[config.mk]
export PLATFORM = sky130hd
export DESIGN_NAME = udpq_port_table
export DESIGN_NICKNAME = d
export VERILOG_FILES = /design/src/rtl/udpq_pkg.sv /design/src/rtl/udpq_port_table.sv
export SDC_FILE = /design/constraint.sdc
export NUM_CORES = 1
export LEC_CHECK = 0
export BUFFER_PORTS_ARGS = -buffer_cell sky130_fd_sc_hd__buf_4
export CAP_MARGIN = 15
export CORE_MARGIN = 3
export CORE_UTILIZATION = 50
export DETAILED_ROUTE_END_ITERATION = 8
export PLACE_DENSITY = 0.67
export SLEW_MARGIN = 10
export SYNTH_ARGS = -nofsm -noshare
export SYNTH_HDL_FRONTEND = slang
export SYNTH_SLANG_ARGS = --single-unit
[constraint.sdc]
create_clock -name i_clk -period 2.8 [get_ports i_clk]
set_input_delay 0.28 -clock i_clk [delete_from_list [all_inputs] [get_ports i_clk]]
set_output_delay 0.28 -clock i_clk [all_outputs]
set_load 0.02 [all_outputs]
[src/rtl/udpq_pkg.sv]
// Shared types, codes and state encodings for the UDP port demultiplexer.
package udpq_pkg;

    localparam int LEN_W = 9;

    localparam logic [2:0] OP_BIND    = 3'd0;
    localparam logic [2:0] OP_UNBIND  = 3'd1;
    localparam logic [2:0] OP_DELIVER = 3'd2;
    localparam logic [2:0] OP_RECEIVE = 3'd3;
    localparam logic [2:0] OP_CLEAR   = 3'd4;

    localparam logic [2:0] ST_OK      = 3'd0;
    localparam logic [2:0] ST_INVALID = 3'd1;
    localparam logic [2:0] ST_NOPORT  = 3'd2;
    localparam logic [2:0] ST_BUSY    = 3'd3;
    localparam logic [2:0] ST_EMPTY   = 3'd4;
    localparam logic [2:0] ST_SMALL   = 3'd5;

    typedef struct packed {
        logic [2:0]  operation;
        logic [15:0] port;
        logic [31:0] src_ip;
        logic [15:0] src_port;
        logic [63:0] data;
        logic [3:0]  byte_count;
        logic        last;
        logic [15:0] capacity;
    } t_in;

    typedef struct packed {
        logic [2:0]       status;
        logic [63:0]      out_data;
        logic [3:0]       out_bytes;
        logic             out_last;
        logic [31:0]      out_src_ip;
        logic [15:0]      out_src_port;
        logic [LEN_W-1:0] out_length;
    } t_out;

    typedef enum logic [2:0] {
        S_IDLE, S_LOOK, S_EXEC, S_META, S_RDO, S_WR2, S_RESP
    } t_state;

    typedef enum logic [1:0] {
        D_IDLE, D_OPEN, D_DROP_NOPORT, D_DROP_INVALID
    } t_dstate;

    typedef struct packed {
        logic set;
        logic clr;
        logic clr_all;
    } t_tbl_op;

    typedef struct packed {
        logic hit;
        logic free;
    } t_tbl_hit;

endpackage

[src/rtl/udpq_port_table.sv]
// Bound-port table: entry registers with parallel port match and free-entry search.
module udpq_port_table #(
    parameter int PORT_SLOTS = 8,
    parameter int ENTRY_W    = 3
) (
    input  logic               i_clk,
    input  logic               i_rst_n,
    input  logic [15:0]        i_port,
    input  udpq_pkg::t_tbl_op  i_op,
    input  logic [ENTRY_W-1:0] i_idx,
    output udpq_pkg::t_tbl_hit o_hit,
    output logic [ENTRY_W-1:0] o_hidx,
    output logic [ENTRY_W-1:0] o_fidx
);

    logic [15:0]           r_port [PORT_SLOTS];
    logic [PORT_SLOTS-1:0] r_bound;

    always_comb begin
        o_hit  = '0;
        o_hidx = '0;
        o_fidx = '0;
        for (int i = PORT_SLOTS - 1; i >= 0; i--) begin
            if (r_bound[i] && r_port[i] == i_port) begin
                o_hit.hit = 1'b1;
                o_hidx    = ENTRY_W'(i);
            end
            if (!r_bound[i]) begin
                o_hit.free = 1'b1;
                o_fidx     = ENTRY_W'(i);
            end
        end
    end

    always_ff @(posedge i_clk) begin
        if (!i_rst_n) begin
            r_bound <= '0;
        end else if (i_op.clr_all) begin
            r_bound <= '0;
        end else if (i_op.set) begin
            r_bound[i_idx] <= 1'b1;
        end else if (i_op.clr) begin
            r_bound[i_idx] <= 1'b0;
        end
    end

    always_ff @(posedge i_clk) begin
        if (i_op.set) begin
            r_port[i_idx] <= i_port;
        end
    end

endmodule

==> results of run 1 <==
[metrics by stage]
step / hold WS, ps / instances / setup slack, ps / power (W) / TNS [ps]
2_1_floorplan: 379 / 403 / 698 / 0.00256 / 0
3_3_place_gp: 525 / 563 / 427 / 0.00266 / 0
3_5_place_dp: 518 / 563 / 390 / 0.00266 / 0
4_1_cts: 149 / 594 / 73.9 / 0.00502 / 0
5_1_grt: 151 / 594 / -46.9 / 0.00514 / -46.9
6_report: 160 / 594 / 108 / 0.00498 / 0
[cells by family after synthesis]
logic type | synth area share
DFF | 0.673
xor gates and xnor gates | 0.188
and+or+nand+nor | 0.0849
buffers and inverters | 0.0305
AOI/OAI and AO/OA | 0.0235
[critical path, stage by stage (launching register included)]
cell,delay (ps)
edfxtp_1,390
xnor2_1,220
nand4_1,260
nor4_2,340
buf_4,170
nand3_1,80
or2b_1,210
a21oi_1,50
nor2_1,130
buf_4,160
[metal layers]
metal,share of wire,track usage
met4,0.030,0.0970
met3,0.057,0.0542
met2,0.47,0.302
met1,0.44,0.266
met5,0,0
[power breakdown]
part | total, W | switching [W] | leakage (nW) | internal (W)
clock network | 0.00236 | 0.000799 | 0.302 | 0.00156
registers | 0.00232 | 0.0000261 | 1.23 | 0.00229
logic | 0.000302 | 0.000180 | 0.695 | 0.000122
[worst paths after layout]
check | to | slack [ps] | startpoint
setup / recovery | o_hidx[1] | 110 | r_port[2][11]
hold reg to reg | flop | 530 | flop
hold / removal | r_port[5][9] | 160 | i_port[9]
setup reg to reg | flop | 2020 | flop
[area by class of cell]
class	instances	area [um^2]
fill	879	4620
sequential	136	4000
multi-input combinational	241	1790
clock buffer	17	425
timing repair buffer	36	270
clock inverter	14	205
tap	143	179
inverter	7	26.3
[layout by cell type, fill, tap and decap left out, types with 2 or more instances in the layout]
cell | netlist | layout
nand3_1 | 12 | 12
nor3_2 | 0 | 2
nor2_1 | 5 | 5
or3_1 | 3 | 3
o21ai_0 | 8 | 8
a21oi_1 | 11 | 11
edfxtp_1 | 128 | 128
xnor2_1 | 101 | 101
buf_4 | 3 | 36
inv_1 | 7 | 7
clkinvlp_4 | 0 | 3
xor2_1 | 27 | 27
nor3_1 | 5 | 3
nor4_2 | 2 | 4
nor2b_1 | 3 | 3
clkbuf_16 | 0 | 17
nand4_1 | 24 | 24
bufinv_16 | 0 | 5
clkinv_2 | 0 | 4
dfxtp_1 | 8 | 8
nand2b_1 | 5 | 5
nor4_1 | 10 | 8
nand2_1 | 16 | 16
[what timing repair did]
item                                    in CTS  in global routing
endpoints found under the setup margin       0                  2
hold buffers                                 0                  0
resized for setup                            0                  2
==> impl_metrics.py, run 1 <==
metrics = {
    "routing": {
        "antenna_left": 0,
        "routed_wl_um": 12300,
        "vias_per_cell": 5.52,
        "drtPass1Iterations": 4,
        "routedWlPerCell_um": 20.8,
        "drt_iter0_markers": 251,
        "drc": 0,
        "vias": 3280,
    },
    "cells_and_area": {
        "reg_top3": "r_port: 128 flops",
        "num_antenna_cells": 0,
        "largest_reg_flops": 128,
        "layout.nets": 463,
        "design_area_um2": 6900,
        "drive_above_1_share": 0.164,
        "final_util": 0.599,
        "regMostFlops": "r_port",
        "syn2layout_area_growth_pct": 15.9,
    },
    "floorplan": {
        "fp.dieH_um": 115,
        "initial_utilization": 0.517,
        "rows": 39,
        "core_area_um2": 11500,
        "boundaryPins": 32,
        "die_w_um": 115,
        "dieArea_um2": 13200,
    },
    "timing": {
        "rsz0062_at_grt": "true",
        "slew_headroom": 0.402,
        "hold_viol": 0,
        "fmax_ghz": 0.371,
        "period_minus_slack_ps": 2690,
        "skew_ps": 0,
        "drv_slew": 0,
        "worstMarginPinSlew_ps": 896,
        "finalCritPeriodShare": 0.961,
        "finalSetupViolCount": 0,
    },
    "yosys": {
        "yosys_most_used_dff": "edfxtp_1",
        "avgSynthCellArea_um2": 14.8,
        "synthTopCellsByCount": "edfxtp_1, xnor2_1, xor2_1",
        "ys_ff_latch": 136,
        "netlist_instances": 403,
        "yosys.area.top_type": "edfxtp_1",
        "yosysTopAreaCellShare": 0.646,
        "ys_async_sr_fraction": 0,
        "synthesis.nets": 427,
        "synth_edf_count": 128,
        "ys_seq_area_frac": 0.673,
        "ys_types": 31,
        "yosysMostFrequentCell": "edfxtp_1",
        "synth_area_leaders": "edfxtp_1, xnor2_1, xor2_1",
        "ys_warn_count": 0,
        "syn-cell-area_um2": 5950,
    },
    "worst_setup_path": {
        "reg2regPathDepth": 2,
        "cp.arrival_ps": 2410,
        "cp-end-kind": "primary output",
        "crit_type": "flop to primary output",
        "cp_max_fo": 3,
        "worstPathRequired_ps": 2520,
        "setup.worst_path.start_class": "flop",
    },
    "placement": {
        "place.gp.congestion": 0.785,
        "portBuffers": 31,
        "dp_hpwl_um": 7890,
        "placed_area_um2": 6260,
    },
    "clock_tree": {
        "worstSkewPairLatency_ps": 410,
        "tritoncts": "done",
        "cts_buffer_depth": 2,
        "htreeDepth": 4,
        "postCtsSetupRepairBufs": 0,
        "cts-root-buf": "clkbuf_16",
        "clkTransAtPathRegs_ps": 60,
        "clock_sinks": 136,
        "numCtsBuffers": 17,
    },
    "pwr": {
        "pwr_density_cell_nw_per_um2": 722,
        "vdd_drop_max_uv": 385,
        "p_leak_nw": 2.23,
    },
    "min_path": {
        "whs_path_depth": 1,
        "hp-class": "input port to flop",
    },
    "global_routing": {
        "grt_first_pass_wirelength_um": 18800,
        "grt_max_degree": 18,
        "antenna_found_initial": 0,
        "grt_pass1_vias": 3254,
        "grt-ovfl-total": 0,
        "gr-usage-all-layers": 0.199,
    },
    "job": {
        "max-cap-violations": 0,
    },
    "outcome": {
        "outcome": "finished clean",
    },
}
(Power assumes the default switching activity.)
==> run 2: changes to the inputs <==
Settings changed: CTS_BUF_LIST from default to sky130_fd_sc_hd__clkbuf_8, RECOVER_POWER from default to 100.
==> run 2 against run 1 <==
  * Clock power shrank 25%
  * Hold slack improved by 10 ps
  * Clock skew is the same
  * Power down 12%
==> impl_metrics.py, run 2 (synthesized netlist as in run 1, its figures left out) <==
metrics = {
    "clock_tree": {
        "postCtsSetupRepairBufs": 0,
        "numCtsBuffers": 17,
        "tritoncts": "done",
        "cts-root-buf": "clkbuf_8",
        "clkTransAtPathRegs_ps": 70,
        "clock_sinks": 136,
        "worstSkewPairLatency_ps": 440,
        "hold_buffers": 0,
        "htreeDepth": 4,
        "cts_buffer_depth": 2,
    },
    "placement": {
        "pre_cts_slack_ps": 390,
        "dp_hpwl_um": 7890,
        "placed_area_um2": 6260,
        "portBuffers": 31,
        "place.gp.congestion": 0.785,
    },
    "cells_and_area": {
        "num_antenna_cells": 0,
        "largest_reg_flops": 128,
        "drive_above_1_share": 0.146,
        "regArea_um2": 4000,
        "fillCellCount": 900,
        "syn2layout_area_growth_pct": 12.4,
        "reg_top3": "r_port: 128 flops",
        "final_common_cell": "edfxtp_1",
        "layout_common_cells": "edfxtp_1, xnor2_1, xor2_1",
        "design_area_um2": 6690,
        "final_util": 0.581,
        "multi_input_area_um2": 1810,
        "layout.nets": 463,
        "regMostFlops": "r_port",
    },
    "pwr": {
        "vdd_drop_max_uv": 304,
        "p_leak_nw": 2.11,
        "pwr_density_cell_nw_per_um2": 657,
    },
    "worst_setup_path": {
        "crit_type": "flop to primary output",
        "setup.worst_path.start_class": "flop",
        "cp.arrival_ps": 2310,
        "reg2regPathDepth": 2,
        "worstPathRequired_ps": 2520,
        "critPathLaunch": "r_port[0][3]",
        "r2r_slack_ps": 2020,
        "cp-end-kind": "primary output",
        "cp_max_fo": 3,
    },
    "timing": {
        "hold_viol": 0,
        "rsz0062_at_grt": "false",
        "hold_ws_ps": 170,
        "fin_ws_ps": 206,
        "finalCritPeriodShare": 0.926,
        "skew_ps": 0,
        "slew_headroom": 0.209,
        "fin_setup_tns_ps": 0,
        "worstMarginPinSlew_ps": 1190,
        "fmax_ghz": 0.386,
        "drv_slew": 0,
        "finalSetupViolCount": 0,
        "period_minus_slack_ps": 2590,
    },
    "global_routing": {
        "grt-ovfl-total": 0,
        "gr-usage-all-layers": 0.197,
        "grt_first_pass_wirelength_um": 18700,
        "grt_max_degree": 18,
        "grt_pass1_vias": 3230,
        "antenna_found_initial": 0,
    },
    "min_path": {
        "min_from": "i_op[2]",
        "whs_path_depth": 3,
        "hp-class": "input port to flop",
    },
    "floorplan": {
        "initial_utilization": 0.517,
        "core_area_um2": 11500,
        "rows": 39,
        "dieArea_um2": 13200,
        "fp.dieH_um": 115,
        "die_w_um": 115,
        "boundaryPins": 32,
    },
    "outcome": {
        "outcome": "finished clean",
    },
    "routing": {
        "drc": 0,
        "vias_per_cell": 5.51,
        "antenna_left": 0,
        "vias": 3270,
        "routed_wl_um": 12200,
        "drt_iter0_markers": 228,
        "routedWlPerCell_um": 20.6,
        "drtPass1Iterations": 5,
    },
    "job": {
        "max-cap-violations": 0,
    },
}
run 2: power by group:
part	switching [W]	total, W	internal [W]
Sequential	0.0000259	0.00232	0.00229
Clock	0.000729	0.00177	0.00105
Combinational	0.000182	0.000301	0.000119
run 2: cell type report:
type	instances	share of cell area
clock buffers	17	0.0350
clock inverters	14	0.0307
inverters	7	0.00393
multi-input cells	241	0.271
flip-flops and latches	136	0.599
well taps	143	0.0268
repair buffers	36	0.0341
run 2: critical path: stages (launching register included):
cell      delay, ps
edfxtp_1        390
xor2_1          170
nor4_2          330
nand4_1         200
nor4_1          350
a31o_2          190
nor2_1           50
nand2_1          70
buf_4           130
run 2: layer usage:
layer / share of wire / global-route usage / vias to the layer above
met3: 0.061 / 0.0668 / 28
li1: - / - / 1524
met2: 0.47 / 0.292 / 99
met5: 0 / 0 / -
met4: 0.027 / 0.0837 / 0
met1: 0.44 / 0.269 / 1619
run 2: per-stage QoR:
stage	power (W)	std cells
final	0.00439	594
after global routing	0.00455	594
after CTS	0.00443	594
after detailed placement	0.00266	563
after global placement	0.00266	563
after floorplan	0.00256	403
run 2: timing repair:
action	4_1_cts	5_1_grt
endpoints found under the hold margin	0	0
endpoints found under the setup margin	0	4
resized for setup	0	6
run 2: final timing paths:
kind | endpoint
worst min-delay path | flop
worst min register to register | flop
worst max register to register | flop
worst max-delay path | o_hit[1]
==> run 3: changes to the inputs <==
Settings changed: CELL_PAD_IN_SITES_DETAIL_PLACEMENT from default to 0, CELL_PAD_IN_SITES_GLOBAL_PLACEMENT from default to 1, PLACE_DENSITY 0.67 to 0.77.
Clock period 2.8 ns to 2.4 ns, I/O delays scaled along.
==> run 3 against run 2 <==
  * The flow now finishes with violations (negative setup slack)
  * Highest routed layer unchanged
  * Register-to-register slack got worse by 440 ps
  * Worst setup slack lost 390 ps
  * Via count decreased by 1.7%
  * Cell area rose by 1.7%
  * Clock power rose by 18%
  * Critical endpoint is now o_hidx[0]
  * First-iteration DRC count decreased by 4.4%
  * Critical path depth stayed put
  * Sequential share of layout area down 0.98 points
==> impl_metrics.py, run 3 (synthesized netlist as in run 1, its figures left out) <==
metrics = {
    "clock_tree": {
        "clkTransAtPathRegs_ps": 70,
        "worstSkewPairLatency_ps": 430,
        "clock_sinks": 136,
        "cts-root-buf": "clkbuf_8",
        "hold_buffers": 0,
        "htreeDepth": 4,
        "tritoncts": "done",
        "cts_buffer_depth": 2,
        "numCtsBuffers": 17,
        "postCtsSetupRepairBufs": 0,
    },
    "cells_and_area": {
        "drive_above_1_share": 0.155,
        "layout.nets": 478,
        "syn2layout_area_growth_pct": 14.2,
        "final_common_cell": "edfxtp_1",
        "final_util": 0.590,
        "fillCellCount": 905,
        "num_antenna_cells": 0,
        "regMostFlops": "r_port",
        "layout_common_cells": "edfxtp_1, xnor2_1, xor2_1, buf_4, nand4_1",
        "reg_top3": "r_port: 128 flops",
        "largest_reg_flops": 128,
        "final_cells": 609,
    },
    "worst_setup_path": {
        "cp.arrival_ps": 2340,
        "cp-end-kind": "primary output",
        "worstPathRequired_ps": 2160,
        "setup.worst_path.start_class": "flop",
        "crit_type": "flop to primary output",
        "r2r_slack_ps": 1580,
        "critPathLaunch": "r_port[6][14]",
        "reg2regPathDepth": 2,
        "cp_max_fo": 2,
        "endpoint": "o_hidx[0]",
    },
    "global_routing": {
        "grt_first_pass_wirelength_um": 18900,
        "grt_max_degree": 18,
        "antenna_found_initial": 0,
        "grt_pass1_vias": 3207,
        "grt-ovfl-total": 0,
        "gr-usage-all-layers": 0.198,
    },
    "floorplan": {
        "dieArea_um2": 13200,
        "boundaryPins": 32,
        "fp.dieH_um": 115,
        "initial_utilization": 0.517,
        "core_area_um2": 11500,
        "die_w_um": 115,
        "rows": 39,
    },
    "job": {
        "max-cap-violations": 0,
    },
    "timing": {
        "fin_setup_tns_ps": -427,
        "finalSetupViolCount": 4,
        "finalCritPeriodShare": 1.08,
        "rsz0062_at_grt": "true",
        "worstMarginPinSlew_ps": 1330,
        "drv_slew": 0,
        "period_minus_slack_ps": 2580,
        "fin_ws_ps": -183,
        "skew_ps": 0,
        "hold_viol": 0,
        "slew_headroom": 0.116,
        "fmax_ghz": 0.387,
    },
    "min_path": {
        "whs_path_depth": 1,
        "hp-class": "input port to flop",
    },
    "routing": {
        "routed_wl_um": 12100,
        "antenna_left": 0,
        "vias_per_cell": 5.28,
        "drc": 0,
        "drt_iter0_markers": 218,
        "routedWlPerCell_um": 19.9,
        "vias": 3215,
        "drtPass1Iterations": 5,
    },
    "pwr": {
        "pwr-share-clk": 0.405,
        "p_sw_w": 0.00111,
        "pwr_density_cell_nw_per_um2": 757,
        "seq_power_share": 0.525,
        "p_int_w": 0.00404,
        "p_leak_nw": 2.15,
        "swShare": 0.215,
        "vdd_drop_max_uv": 405,
        "combPwrFrac": 0.070,
    },
    "outcome": {
        "outcome": "finished with violations",
        "violations": "negative setup slack",
    },
    "placement": {
        "portBuffers": 31,
        "place_inst": 579,
        "place.gp.congestion": 0.815,
        "dp_hpwl_um": 8000,
    },
}
-- run 3: cell types whose count changed in the layout (fill, tap and decap cells not counted), moves of 2 or more --
| cell | delta |
|---|---|
| clkinv_1 | +2 |
| clkinv_4 | +2 |
| buf_4 | +2 |
| clkbuf_1 | +13 |
| clkinvlp_4 | -2 |
| xnor2_2 | +2 |
| clkinv_2 | -2 |
| xnor2_1 | -2 |
-- run 3: timing repair --
action / 4_1_cts / 5_1_grt
endpoints found under the setup margin: 4 / 4
pin swaps: 11 / 13
gates resized for setup: 10 / 4
endpoints found under the hold margin: 0 / 0
-- run 3: layout make-up --
| cell class | count | area, um^2 | share of cell area |
|---|---|---|---|
| clock buffer | 17 | 234 | 0.0344 |
| clock inverter | 14 | 205 | 0.0302 |
| inverter | 7 | 26.3 | 0.00386 |
| multi-input combinational | 241 | 1840 | 0.270 |
| sequential | 136 | 4000 | 0.589 |
| tap | 143 | 179 | 0.0263 |
| timing repair buffer | 51 | 313 | 0.0460 |
-- run 3: per-layer routing --
metal / global-route usage / wire length (um)
met1: 0.278 / 5500
met2: 0.306 / 5820
met3: 0.0521 / 715
met4: 0.0595 / 101
met5: 0 / 0
-- run 3: critical path: stages (launching register included) --
cell	delay [ps]
edfxtp_1	410
xor2_2	170
nor4_2	310
nand4_1	260
o2111ai_1	260
a21oi_1	90
o21ai_1	160
a21oi_1	80
buf_4	160
-- run 3: metrics by stage --
step	setup slack [ps]	area (um^2)	total power, W	hold slack (ps)
6_report	-183	6800	0.00515	127
5_1_grt	-305	6800	0.00533	96.6
4_1_cts	-160	6880	0.00520	10.6
2_1_floorplan	338	5950	0.00299	339
3_3_place_gp	91.0	6390	0.00312	464
3_5_place_dp	14.3	6390	0.00313	471
-- run 3: worst min-delay path by stage --
stage                           from       endpoint  slack, ps
after floorplan            i_port[0]   r_port[0][0]        340
after global placement    i_port[11]  r_port[3][11]        460
after detailed placement  i_port[11]  r_port[3][11]        470
after CTS                 i_port[11]  r_port[5][11]         10
after global routing       i_port[0]   r_port[5][0]        100
final                      i_port[0]   r_port[3][0]        130
-- run 3: power groups by stage --
stage / Clock [W] / Combinational, W / Sequential [W]
2_1_floorplan: 0 / 0.000241 / 0.00275
3_3_place_gp: 0 / 0.000367 / 0.00275
3_5_place_dp: 0 / 0.000373 / 0.00275
4_1_cts: 0.00212 / 0.000381 / 0.00270
5_1_grt: 0.00223 / 0.000395 / 0.00271
6_report: 0.00208 / 0.000360 / 0.00270
